[src/eigenvalues_2x2_real_macros.svh]
// ----------------------------------------------------------------------------
// Assertion macros for the 2x2 real eigenvalue block
// Concurrent assertion wrappers that compile away in synthesis.
// ----------------------------------------------------------------------------
`ifndef EIGENVALUES_2X2_REAL_MACROS_SVH
`define EIGENVALUES_2X2_REAL_MACROS_SVH

`ifndef SYNTHESIS

`define EIG2R_ASSERT_IMP(lbl, ck, rn, ante, cons) \
  lbl: assert property (@(posedge ck) disable iff (!(rn)) (ante) |-> (cons)) \
    else $error("eigenvalues_2x2_real: assertion failed");

`define EIG2R_ASSERT_NXT(lbl, ck, rn, ante, cons) \
  lbl: assert property (@(posedge ck) disable iff (!(rn)) (ante) |=> (cons)) \
    else $error("eigenvalues_2x2_real: assertion failed");

`else

`define EIG2R_ASSERT_IMP(lbl, ck, rn, ante, cons)

`define EIG2R_ASSERT_NXT(lbl, ck, rn, ante, cons)

`endif

`endif

[src/eig2r_pkg.sv]
// ----------------------------------------------------------------------------
// eig2r_pkg
// Shared types and constants of the 2x2 real eigenvalue block.
// ----------------------------------------------------------------------------
`timescale 1ns / 1ps
`default_nettype none

package eig2r_pkg;

  localparam int ENTRY_WIDTH_DEF = 16;
  localparam int OUT_WIDTH       = 18;

  typedef enum logic {
    STATUS_REAL    = 1'b0,
    STATUS_COMPLEX = 1'b1
  } eig2r_status_t;

  typedef struct packed {
    logic valid;
    logic cplx;
  } eig2r_ctl_t;

endpackage

`default_nettype wire

[src/eig2r_in_if.sv]
// ----------------------------------------------------------------------------
// eig2r_in_if
// Request channel carrying one 2x2 matrix.
// ----------------------------------------------------------------------------
`timescale 1ns / 1ps
`default_nettype none

interface eig2r_in_if #(
  parameter int ENTRY_WIDTH = eig2r_pkg::ENTRY_WIDTH_DEF
);

  logic                          valid;
  logic                          ready;
  logic signed [ENTRY_WIDTH-1:0] entry_a;
  logic signed [ENTRY_WIDTH-1:0] entry_b;
  logic signed [ENTRY_WIDTH-1:0] entry_c;
  logic signed [ENTRY_WIDTH-1:0] entry_d;

  modport source (output valid, output entry_a, output entry_b, output entry_c,
                  output entry_d, input ready);
  modport sink   (input valid, input entry_a, input entry_b, input entry_c,
                  input entry_d, output ready);

endinterface

`default_nettype wire

[src/eig2r_out_if.sv]
// ----------------------------------------------------------------------------
// eig2r_out_if
// Result channel carrying the two eigenvalues and the root status.
// ----------------------------------------------------------------------------
`timescale 1ns / 1ps
`default_nettype none

interface eig2r_out_if;

  logic                                  valid;
  logic                                  ready;
  logic signed [eig2r_pkg::OUT_WIDTH-1:0] eigen_first;
  logic signed [eig2r_pkg::OUT_WIDTH-1:0] eigen_second;
  logic                                  root_status;

  modport source (output valid, output eigen_first, output eigen_second,
                  output root_status, input ready);
  modport sink   (input valid, input eigen_first, input eigen_second,
                  input root_status, output ready);

endinterface

`default_nettype wire

[src/eigenvalues_2x2_real.sv]
// ----------------------------------------------------------------------------
// eigenvalues_2x2_real
// Real eigenvalues of a 2x2 fixed-point matrix, one per clock unless stalled.
// ----------------------------------------------------------------------------
// Each request is a matrix [[entry_a, entry_b], [entry_c, entry_d]] and gives
// one result: the two real eigenvalues, larger first, saturated to 18 bits, or
// zeros with root_status set when the discriminant is negative. A request is
// accepted every cycle while results drain. Each request passes through three
// front-end stages, one root cell per bit of the square root and the output
// register. Back pressure stalls only the stages that hold data, so bubbles
// are squeezed out.
// ----------------------------------------------------------------------------
`timescale 1ns / 1ps
`default_nettype none

`include "eigenvalues_2x2_real_macros.svh"

module eigenvalues_2x2_real #(
  parameter int ENTRY_WIDTH = eig2r_pkg::ENTRY_WIDTH_DEF
) (
  input  wire logic   clk,
  input  wire logic   rst_n,
  eig2r_in_if.sink    in_ch,
  eig2r_out_if.source out_ch
);

  localparam int DW = 2 * ENTRY_WIDTH + 2;
  localparam int RW = ENTRY_WIDTH + 1;

  eig2r_pkg::eig2r_ctl_t          ctl_w  [RW+1];
  logic [DW-1:0]                  rem_w  [RW+1];
  logic [RW-1:0]                  root_w [RW+1];
  logic signed [ENTRY_WIDTH:0]    tr_w   [RW+1];
  logic                           rdy_w  [RW+1];

  eig2r_front #(
    .ENTRY_WIDTH (ENTRY_WIDTH)
  ) u_front (
    .clk      (clk),
    .rst_n    (rst_n),
    .in_valid (in_ch.valid),
    .in_ready (in_ch.ready),
    .entry_a  (in_ch.entry_a),
    .entry_b  (in_ch.entry_b),
    .entry_c  (in_ch.entry_c),
    .entry_d  (in_ch.entry_d),
    .dn_ready (rdy_w[0]),
    .o_ctl    (ctl_w[0]),
    .o_rem    (rem_w[0]),
    .o_tr     (tr_w[0])
  );

  assign root_w[0] = '0;

  for (genvar j = 0; j < RW; j++) begin : g_cell
    eig2r_cell #(
      .ENTRY_WIDTH (ENTRY_WIDTH),
      .BIT         (RW - 1 - j)
    ) u_cell (
      .clk      (clk),
      .rst_n    (rst_n),
      .i_ctl    (ctl_w[j]),
      .i_rem    (rem_w[j]),
      .i_root   (root_w[j]),
      .i_tr     (tr_w[j]),
      .up_ready (rdy_w[j]),
      .dn_ready (rdy_w[j+1]),
      .o_ctl    (ctl_w[j+1]),
      .o_rem    (rem_w[j+1]),
      .o_root   (root_w[j+1]),
      .o_tr     (tr_w[j+1])
    );
  end

  eig2r_back #(
    .ENTRY_WIDTH (ENTRY_WIDTH)
  ) u_back (
    .clk          (clk),
    .rst_n        (rst_n),
    .i_ctl        (ctl_w[RW]),
    .i_root       (root_w[RW]),
    .i_tr         (tr_w[RW]),
    .up_ready     (rdy_w[RW]),
    .out_valid    (out_ch.valid),
    .out_ready    (out_ch.ready),
    .eigen_first  (out_ch.eigen_first),
    .eigen_second (out_ch.eigen_second),
    .root_status  (out_ch.root_status)
  );

  // A complex result carries zero eigenvalues.
  `EIG2R_ASSERT_IMP(a_complex_zero, clk, rst_n,
    out_ch.valid && (out_ch.root_status == eig2r_pkg::STATUS_COMPLEX),
    (out_ch.eigen_first == '0) && (out_ch.eigen_second == '0))

  // Real eigenvalues come out in order, larger first.
  `EIG2R_ASSERT_IMP(a_real_order, clk, rst_n,
    out_ch.valid && (out_ch.root_status == eig2r_pkg::STATUS_REAL),
    out_ch.eigen_first >= out_ch.eigen_second)

  // A result only appears after the last root cell held a valid request.
  `EIG2R_ASSERT_IMP(a_out_source, clk, rst_n,
    $rose(out_ch.valid),
    $past(ctl_w[RW].valid))

  // A valid request in the last cell moves on whenever the output can take it.
  `EIG2R_ASSERT_NXT(a_last_moves, clk, rst_n,
    ctl_w[RW].valid && rdy_w[RW],
    out_ch.valid)

endmodule

`default_nettype wire

[src/eig2r_front.sv]
// ----------------------------------------------------------------------------
// eig2r_front
// Three-stage front end forming the trace and the discriminant.
// ----------------------------------------------------------------------------
`timescale 1ns / 1ps
`default_nettype none

module eig2r_front #(
  parameter int ENTRY_WIDTH = eig2r_pkg::ENTRY_WIDTH_DEF
) (
  input  wire logic                              clk,
  input  wire logic                              rst_n,
  input  wire logic                              in_valid,
  output logic                                   in_ready,
  input  wire logic signed [ENTRY_WIDTH-1:0]     entry_a,
  input  wire logic signed [ENTRY_WIDTH-1:0]     entry_b,
  input  wire logic signed [ENTRY_WIDTH-1:0]     entry_c,
  input  wire logic signed [ENTRY_WIDTH-1:0]     entry_d,
  input  wire logic                              dn_ready,
  output eig2r_pkg::eig2r_ctl_t                  o_ctl,
  output logic [2*ENTRY_WIDTH+1:0]               o_rem,
  output logic signed [ENTRY_WIDTH:0]            o_tr
);

  localparam int W   = ENTRY_WIDTH;
  localparam int SQW = 2 * W + 2;
  localparam int PW  = 2 * W;
  localparam int DCW = 2 * W + 3;
  localparam int DW  = 2 * W + 2;

  logic                  a_valid_r, b_valid_r, c_valid_r;
  logic                  a_en, b_en, c_en;
  logic signed [W:0]     tr_a_r, diff_r, tr_a_nxt, diff_nxt;
  logic signed [W-1:0]   b_r, c_r;
  logic signed [W:0]     tr_b_r;
  logic signed [SQW-1:0] sq_r, sq_nxt;
  logic signed [PW-1:0]  bc_r, bc_nxt;
  logic signed [W:0]     tr_c_r;
  logic [DW-1:0]         rem_c_r;
  logic                  cplx_c_r;
  logic signed [DCW-1:0] disc_nxt;

  assign c_en     = !c_valid_r || dn_ready;
  assign b_en     = !b_valid_r || c_en;
  assign a_en     = !a_valid_r || b_en;
  assign in_ready = a_en;

  assign tr_a_nxt = (W + 1)'(entry_a) + (W + 1)'(entry_d);
  assign diff_nxt = (W + 1)'(entry_a) - (W + 1)'(entry_d);
  assign sq_nxt   = SQW'(diff_r) * SQW'(diff_r);
  assign bc_nxt   = PW'(b_r) * PW'(c_r);
  assign disc_nxt = DCW'(sq_r) + (DCW'(bc_r) <<< 2);

  always_ff @(posedge clk) begin
    if (!rst_n) begin
      a_valid_r <= 1'b0;
      b_valid_r <= 1'b0;
      c_valid_r <= 1'b0;
    end else begin
      if (a_en) begin
        a_valid_r <= in_valid;
      end
      if (b_en) begin
        b_valid_r <= a_valid_r;
      end
      if (c_en) begin
        c_valid_r <= b_valid_r;
      end
    end
  end

  always_ff @(posedge clk) begin
    if (a_en) begin
      tr_a_r <= tr_a_nxt;
      diff_r <= diff_nxt;
      b_r    <= entry_b;
      c_r    <= entry_c;
    end
    if (b_en) begin
      tr_b_r <= tr_a_r;
      sq_r   <= sq_nxt;
      bc_r   <= bc_nxt;
    end
    if (c_en) begin
      tr_c_r   <= tr_b_r;
      rem_c_r  <= disc_nxt[DW-1:0];
      cplx_c_r <= disc_nxt[DCW-1];
    end
  end

  assign o_ctl.valid = c_valid_r;
  assign o_ctl.cplx  = cplx_c_r;
  assign o_rem       = rem_c_r;
  assign o_tr        = tr_c_r;

endmodule

`default_nettype wire

[src/eig2r_cell.sv]
// ----------------------------------------------------------------------------
// eig2r_cell
// One square root cell that settles a single bit of the root.
// ----------------------------------------------------------------------------
`timescale 1ns / 1ps
`default_nettype none

module eig2r_cell #(
  parameter int ENTRY_WIDTH = eig2r_pkg::ENTRY_WIDTH_DEF,
  parameter int BIT         = 0
) (
  input  wire logic                     clk,
  input  wire logic                     rst_n,
  input  wire eig2r_pkg::eig2r_ctl_t    i_ctl,
  input  wire logic [2*ENTRY_WIDTH+1:0] i_rem,
  input  wire logic [ENTRY_WIDTH:0]     i_root,
  input  wire logic signed [ENTRY_WIDTH:0] i_tr,
  output logic                          up_ready,
  input  wire logic                     dn_ready,
  output eig2r_pkg::eig2r_ctl_t         o_ctl,
  output logic [2*ENTRY_WIDTH+1:0]      o_rem,
  output logic [ENTRY_WIDTH:0]          o_root,
  output logic signed [ENTRY_WIDTH:0]   o_tr
);

  localparam int DW = 2 * ENTRY_WIDTH + 2;
  localparam int RW = ENTRY_WIDTH + 1;

  eig2r_pkg::eig2r_ctl_t ctl_r;
  logic [DW-1:0]         rem_r, rem_nxt;
  logic [RW-1:0]         root_r, root_nxt;
  logic signed [RW-1:0]  tr_r;
  logic [DW-1:0]         term;
  logic                  take;
  logic                  en;

  // The trial term is the growth of the square when this bit is set.
  assign term = (DW'(i_root) << (BIT + 1)) | (DW'(1) << (2 * BIT));
  assign take = (i_rem >= term);

  assign rem_nxt  = take ? (i_rem - term) : i_rem;
  assign root_nxt = take ? (i_root | (RW'(1) << BIT)) : i_root;

  assign en       = !ctl_r.valid || dn_ready;
  assign up_ready = en;

  always_ff @(posedge clk) begin
    if (!rst_n) begin
      ctl_r <= '0;
    end else if (en) begin
      ctl_r <= i_ctl;
    end
  end

  always_ff @(posedge clk) begin
    if (en) begin
      rem_r  <= rem_nxt;
      root_r <= root_nxt;
      tr_r   <= i_tr;
    end
  end

  assign o_ctl  = ctl_r;
  assign o_rem  = rem_r;
  assign o_root = root_r;
  assign o_tr   = tr_r;

endmodule

`default_nettype wire

[src/eig2r_back.sv]
// ----------------------------------------------------------------------------
// eig2r_back
// Halving, saturation and the output register of the result channel.
// ----------------------------------------------------------------------------
`timescale 1ns / 1ps
`default_nettype none

module eig2r_back #(
  parameter int ENTRY_WIDTH = eig2r_pkg::ENTRY_WIDTH_DEF
) (
  input  wire logic                              clk,
  input  wire logic                              rst_n,
  input  wire eig2r_pkg::eig2r_ctl_t             i_ctl,
  input  wire logic [ENTRY_WIDTH:0]              i_root,
  input  wire logic signed [ENTRY_WIDTH:0]       i_tr,
  output logic                                   up_ready,
  output logic                                   out_valid,
  input  wire logic                              out_ready,
  output logic signed [eig2r_pkg::OUT_WIDTH-1:0] eigen_first,
  output logic signed [eig2r_pkg::OUT_WIDTH-1:0] eigen_second,
  output logic                                   root_status
);

  localparam int OW = eig2r_pkg::OUT_WIDTH;
  localparam int SW = ENTRY_WIDTH + 3;
  localparam int HW = ENTRY_WIDTH + 2;
  localparam int MW = ((HW > OW) ? HW : OW) + 1;
  localparam logic signed [MW-1:0] SAT_HI = (MW'(1) <<< (OW - 1)) - MW'(1);
  localparam logic signed [MW-1:0] SAT_LO = ~SAT_HI;

  logic                           out_valid_r;
  logic signed [OW-1:0]           first_r, second_r;
  eig2r_pkg::eig2r_status_t       status_r;
  logic signed [SW-1:0]           root_ext, sum_hi, sum_lo;
  logic signed [HW-1:0]           half_hi, half_lo;
  logic                           en;

  function automatic logic signed [OW-1:0] saturate(input logic signed [HW-1:0] v);
    logic signed [MW-1:0] ext;
    ext = MW'(v);
    if (ext > SAT_HI) begin
      return SAT_HI[OW-1:0];
    end else if (ext < SAT_LO) begin
      return SAT_LO[OW-1:0];
    end
    return ext[OW-1:0];
  endfunction

  assign root_ext = $signed({2'b00, i_root});
  assign sum_hi   = SW'(i_tr) + root_ext;
  assign sum_lo   = SW'(i_tr) - root_ext;
  assign half_hi  = sum_hi[SW-1:1];
  assign half_lo  = sum_lo[SW-1:1];

  assign en       = !out_valid_r || out_ready;
  assign up_ready = en;

  always_ff @(posedge clk) begin
    if (!rst_n) begin
      out_valid_r <= 1'b0;
    end else if (en) begin
      out_valid_r <= i_ctl.valid;
    end
  end

  always_ff @(posedge clk) begin
    if (en) begin
      if (i_ctl.cplx) begin
        first_r  <= '0;
        second_r <= '0;
        status_r <= eig2r_pkg::STATUS_COMPLEX;
      end else begin
        first_r  <= saturate(half_hi);
        second_r <= saturate(half_lo);
        status_r <= eig2r_pkg::STATUS_REAL;
      end
    end
  end

  assign out_valid    = out_valid_r;
  assign eigen_first  = first_r;
  assign eigen_second = second_r;
  assign root_status  = status_r;

endmodule

`default_nettype wire

[src/flat_wrapper.sv]
// flat-port wrapper written by rule: the top's interface ports become plain ports
module eigenvalues_2x2_real_flat 
#(
  parameter int ENTRY_WIDTH = eig2r_pkg::ENTRY_WIDTH_DEF
)
  (clk, rst_n, in_ch_valid, in_ch_entry_a, in_ch_entry_b, in_ch_entry_c, in_ch_entry_d, in_ch_ready, out_ch_valid, out_ch_eigen_first, out_ch_eigen_second, out_ch_root_status, out_ch_ready);
  eig2r_in_if #(.ENTRY_WIDTH(ENTRY_WIDTH)) in_ch_i ();
  eig2r_out_if out_ch_i ();
  input  wire logic clk;
  input  wire logic rst_n;
  input wire logic [$bits(in_ch_i.valid)-1:0] in_ch_valid;
  input wire logic [$bits(in_ch_i.entry_a)-1:0] in_ch_entry_a;
  input wire logic [$bits(in_ch_i.entry_b)-1:0] in_ch_entry_b;
  input wire logic [$bits(in_ch_i.entry_c)-1:0] in_ch_entry_c;
  input wire logic [$bits(in_ch_i.entry_d)-1:0] in_ch_entry_d;
  output wire logic [$bits(in_ch_i.ready)-1:0] in_ch_ready;
  output wire logic [$bits(out_ch_i.valid)-1:0] out_ch_valid;
  output wire logic [$bits(out_ch_i.eigen_first)-1:0] out_ch_eigen_first;
  output wire logic [$bits(out_ch_i.eigen_second)-1:0] out_ch_eigen_second;
  output wire logic [$bits(out_ch_i.root_status)-1:0] out_ch_root_status;
  input wire logic [$bits(out_ch_i.ready)-1:0] out_ch_ready;
  assign in_ch_i.valid = in_ch_valid;
  assign in_ch_i.entry_a = in_ch_entry_a;
  assign in_ch_i.entry_b = in_ch_entry_b;
  assign in_ch_i.entry_c = in_ch_entry_c;
  assign in_ch_i.entry_d = in_ch_entry_d;
  assign in_ch_ready = in_ch_i.ready;
  assign out_ch_valid = out_ch_i.valid;
  assign out_ch_eigen_first = out_ch_i.eigen_first;
  assign out_ch_eigen_second = out_ch_i.eigen_second;
  assign out_ch_root_status = out_ch_i.root_status;
  assign out_ch_i.ready = out_ch_ready;
  eigenvalues_2x2_real #(.ENTRY_WIDTH(ENTRY_WIDTH)) u_core (.clk(clk), .rst_n(rst_n), .in_ch(in_ch_i), .out_ch(out_ch_i));
endmodule
[config.mk]
export PLATFORM = sky130hd
export DESIGN_NAME = eigenvalues_2x2_real_flat
export DESIGN_NICKNAME = d
export VERILOG_FILES = /design/src/eig2r_pkg.sv /design/src/eig2r_in_if.sv /design/src/eig2r_out_if.sv /design/src/eigenvalues_2x2_real.sv /design/src/eig2r_front.sv /design/src/eig2r_cell.sv /design/src/eig2r_back.sv /design/src/flat_wrapper.sv
export VERILOG_INCLUDE_DIRS = /design/src /design/src/src
export SDC_FILE = /design/constraint.sdc
export NUM_CORES = 2
export LEC_CHECK = 0
export BUFFER_PORTS_ARGS = -buffer_cell sky130_fd_sc_hd__buf_4
export CAP_MARGIN = 30
export CORE_ASPECT_RATIO = 0.8
export CORE_UTILIZATION = 58
export DETAILED_ROUTE_END_ITERATION = 8
export PLACE_DENSITY = 0.77
export SYNTH_ARGS = -nofsm -noshare
export SYNTH_HDL_FRONTEND = slang
export SYNTH_SLANG_ARGS = --single-unit
[constraint.sdc]
create_clock -name clk -period 6.81 [get_ports clk]
set_input_delay 1.0215 -clock clk [delete_from_list [all_inputs] [get_ports clk]]
set_output_delay 1.0215 -clock clk [all_outputs]
set_load 0.01 [all_outputs]
==> flow_metrics.env <==
export IMPL_status="complete, no violations"
export IMPL_final_common_cell="edfxtp_1"
export IMPL_seq_area_frac_synth_pct=50.22
export IMPL_rr_startpoint="u_core.u_front.b_r[8]$_DFFE_PP_"
export IMPL_worstPathRequired_ns=7.29
export IMPL_worstHoldStart="u_core.u_front.o_rem[5]$_DFFE_PP_"
export IMPL_clockRootBuffer="clkbuf_16"
export IMPL_place_congestion=0.9132
export IMPL_clkTransAtPathRegs_ns=0.07
export IMPL_num_fill_cells=9032
export IMPL_ys_flop_type="edfxtp_1"
export IMPL_synth_seq_cells=1225
export IMPL_antenna_found_initial=1
export IMPL_port_buffers=106
export IMPL_utilization_pct=64.74
export IMPL_hpwl_um=113100
export IMPL_rr_endpoint="u_core.u_front.bc_r[31]$_DFFE_PP_"
export IMPL_die_width_um=397.3
export IMPL_post_route_drc_count=0
export IMPL_synth_top_cell_by_area="edfxtp_1"
export IMPL_finalMaxSlewViolations=0
export IMPL_clk_latency_ns=0.76
export IMPL_track_usage_pct=24.03
export IMPL_grt_max_degree=67
export IMPL_drtIter0Drc=3346
export IMPL_syn_cell_area_um2=72490
export IMPL_synth_area_per_cell_um2=12.33
export IMPL_rows=115
export IMPL_async_flop_share_pct=0
export IMPL_cts_tree="done"
export IMPL_tightest_slew_ns=1.035
export IMPL_wl_um=149100
export IMPL_rr_worst_depth=21
export IMPL_crit_type="reg2reg"
export IMPL_ant_nets=0
export IMPL_vias_per_cell=5.559
export IMPL_cts_inserted_buffers=115
export IMPL_regToRegSetupSlack_ns=0.19
export IMPL_synth_distinct_cells=84
export IMPL_min_period_ns=6.617
export IMPL_fin_crit_sh_pct=97.17
export IMPL_cp_end_kind="flop"
export IMPL_overflow=0
export IMPL_arrival_ns=7.10
export IMPL_die_h_um=318.2
export IMPL_timing_fmax_ghz=0.1511
export IMPL_startpoint="u_core.u_front.b_r[8]$_DFFE_PP_"
export IMPL_finalSetupViolations=0
export IMPL_timing_clock_skew_ns=0.06694
export IMPL_cts_htree_levels=3
export IMPL_maxCapViolations=0
export IMPL_drive_gt1_share_pct=8.268
export IMPL_final_cell_mix="edfxtp_1 (1187), inv_1 (938), fa_1 (532)"
export IMPL_synth_top_area_share_pct=49.17
export IMPL_synth_area_leaders="edfxtp_1 (49%), fa_1 (15%), ha_1 (7.5%), inv_1 (4.9%), xnor2_1 (3.0%)"
export IMPL_area_growth_pct=10.25
export IMPL_wl_per_cell_um=18.95
export IMPL_crit_path_end="u_core.u_front.bc_r[31]$_DFFE_PP_"
export IMPL_start_util_pct=58.72
export IMPL_relSlewSlack_pct=30.84
export IMPL_clock_sinks=1225
export IMPL_grt_pass1_vias=44448
export IMPL_worstPathMaxFanout=10
export IMPL_start_kind="flop"
export IMPL_core_area_um2=123500
export IMPL_clockBufferDepth=3
export IMPL_ys_warn_count=0
export IMPL_ioPinCount=107
export IMPL_synth_edf_count=1187
export IMPL_min_path_type="reg2reg"
export IMPL_synth_nets=6912
export IMPL_drt_pass1_iter_count=8
export IMPL_die_area_um2=126400
export IMPL_num_vias=43732
export IMPL_hold_viol=0
export IMPL_grt_pass1_wl_um=238600
export IMPL_nets=7169
export IMPL_synthesis_instances=5877
export IMPL_n_antenna_cell=0
[per-stage QoR]
stage | setup WS (ns) | hold WS, ns | TNS [ns] | std cells | instance area (µm²)
final | 0.1926 | 0.3630 | 0 | 7867 | 79920
after global routing | -0.005217 | 0.3687 | -0.005217 | 7867 | 79920
after CTS | 0.05949 | 0.3518 | 0 | 7820 | 79480
after detailed placement | 0.08009 | 0.4045 | 0 | 7608 | 75750
after global placement | 0.09722 | 0.4008 | 0 | 7602 | 75630
after floorplan | 0.1668 | 0.4003 | 0 | 5877 | 72490
[registers in the layout, summed over array words and instances (netlist names), 16 cells and up]
register and cells:
u_core.u_front.tr_a_r 17, u_core.u_back.eigen_second 18, u_core.g_cell.u_cell.o_rem 528, u_core.u_front.sq_r 32
u_core.u_back.eigen_first 18, u_core.u_front.o_tr 16, u_core.u_front.bc_r 32, u_core.u_front.diff_r 16
u_core.u_front.o_rem 33, u_core.g_cell.u_cell.o_ctl 34, u_core.g_cell.u_cell.o_root 153, u_core.u_front.b_r 16
u_core.u_front.c_r 16, u_core.u_front.tr_b_r 17, u_core.g_cell.u_cell.o_tr 273
[routing by layer]
| layer | part of all wire, % | vias to the layer above | track usage [%] |
|---|---|---|---|
| met2 | 49 | 1245 | 39.98 |
| met3 | 5.7 | 258 | 3.418 |
| met4 | 3.0 | 2 | 7.427 |
| met5 | 0.0087 | - | 0 |
| li1 | - | 20515 | - |
| met1 | 42 | 21712 | 32.82 |
[cell families after synthesis]
kind of cell	share of synthesized area, %
XOR/XNOR	4.543
multiplexers	0.5575
flip-flops	50.22
buffers and inverters	5.497
AND/OR/NAND/NOR	9.956
AO/OA/AOI/OAI	7.016
adder cells (fa/ha/maj)	22.21
[layout make-up]
| type | count | area (µm²) | area share (%) |
|---|---|---|---|
| Clock buffer | 138 | 2974 | 3.721 |
| Clock inverter | 74 | 750.7 | 0.9393 |
| Inverter | 950 | 3567 | 4.463 |
| Multi-Input combinational cell | 3595 | 32190 | 40.28 |
| Sequential cell | 1225 | 36400 | 45.55 |
| Tap cell | 1638 | 2049 | 2.564 |
| Timing Repair Buffer | 247 | 1983 | 2.481 |
[timing repair]
item                                   CTS  global route
gates resized for setup                  0            13
buffers inserted                         0            45
hold buffers                             0             0
endpoints found under the hold margin    0             0
setup endpoints to repair                0            14
[worst min path at each step]
stage | end | cells after the start | slack (ns)
finish | u_core.g_cell[0].u_cell.o_rem[5]$_DFFE_PP_ | 0 | 0.36
global route | u_core.g_cell[10].u_cell.o_tr[7]$_DFFE_PP_ | 0 | 0.37
CTS | u_core.g_cell[0].u_cell.o_rem[5]$_DFFE_PP_ | 0 | 0.35
detailed placement | u_core.g_cell[0].u_cell.o_rem[14]$_DFFE_PP_ | 0 | 0.40
global placement | u_core.g_cell[2].u_cell.o_tr[11]$_DFFE_PP_ | 0 | 0.40
floorplan | u_core.g_cell[0].u_cell.o_rem[0]$_DFFE_PP_ | 0 | 0.40
[cell usage after synthesis (108+ instances only)]
library cell,count
a21oi_1,227
and2_1,195
edfxtp_1,1187
fa_1,533
ha_1,434
inv_1,948
nand2_1,398
nor2_1,284
nor3_1,108
o21ai_0,169
xnor2_1,247
xor2_1,129
[critical path, stage by stage (launching register included)]
cell and delay (ns):
edfxtp_1 0.57, and2_1 0.26, fa_1 0.48, inv_1 0.06
fa_1 0.50, fa_1 0.52, inv_1 0.05, fa_1 0.48
fa_1 0.55, inv_1 0.05, fa_1 0.53, inv_1 0.04
ha_1 0.37, a21o_1 0.19, a21oi_1 0.12, o21ai_0 0.11
a211o_1 0.29, a31o_1 0.23, a221o_1 0.37, a41o_1 0.26
o21a_1 0.19, xnor2_1 0.12
Power is left out: the tool's default activity adds up to more than one toggle a clock period on the data nets, which glitch-free logic cannot reach.
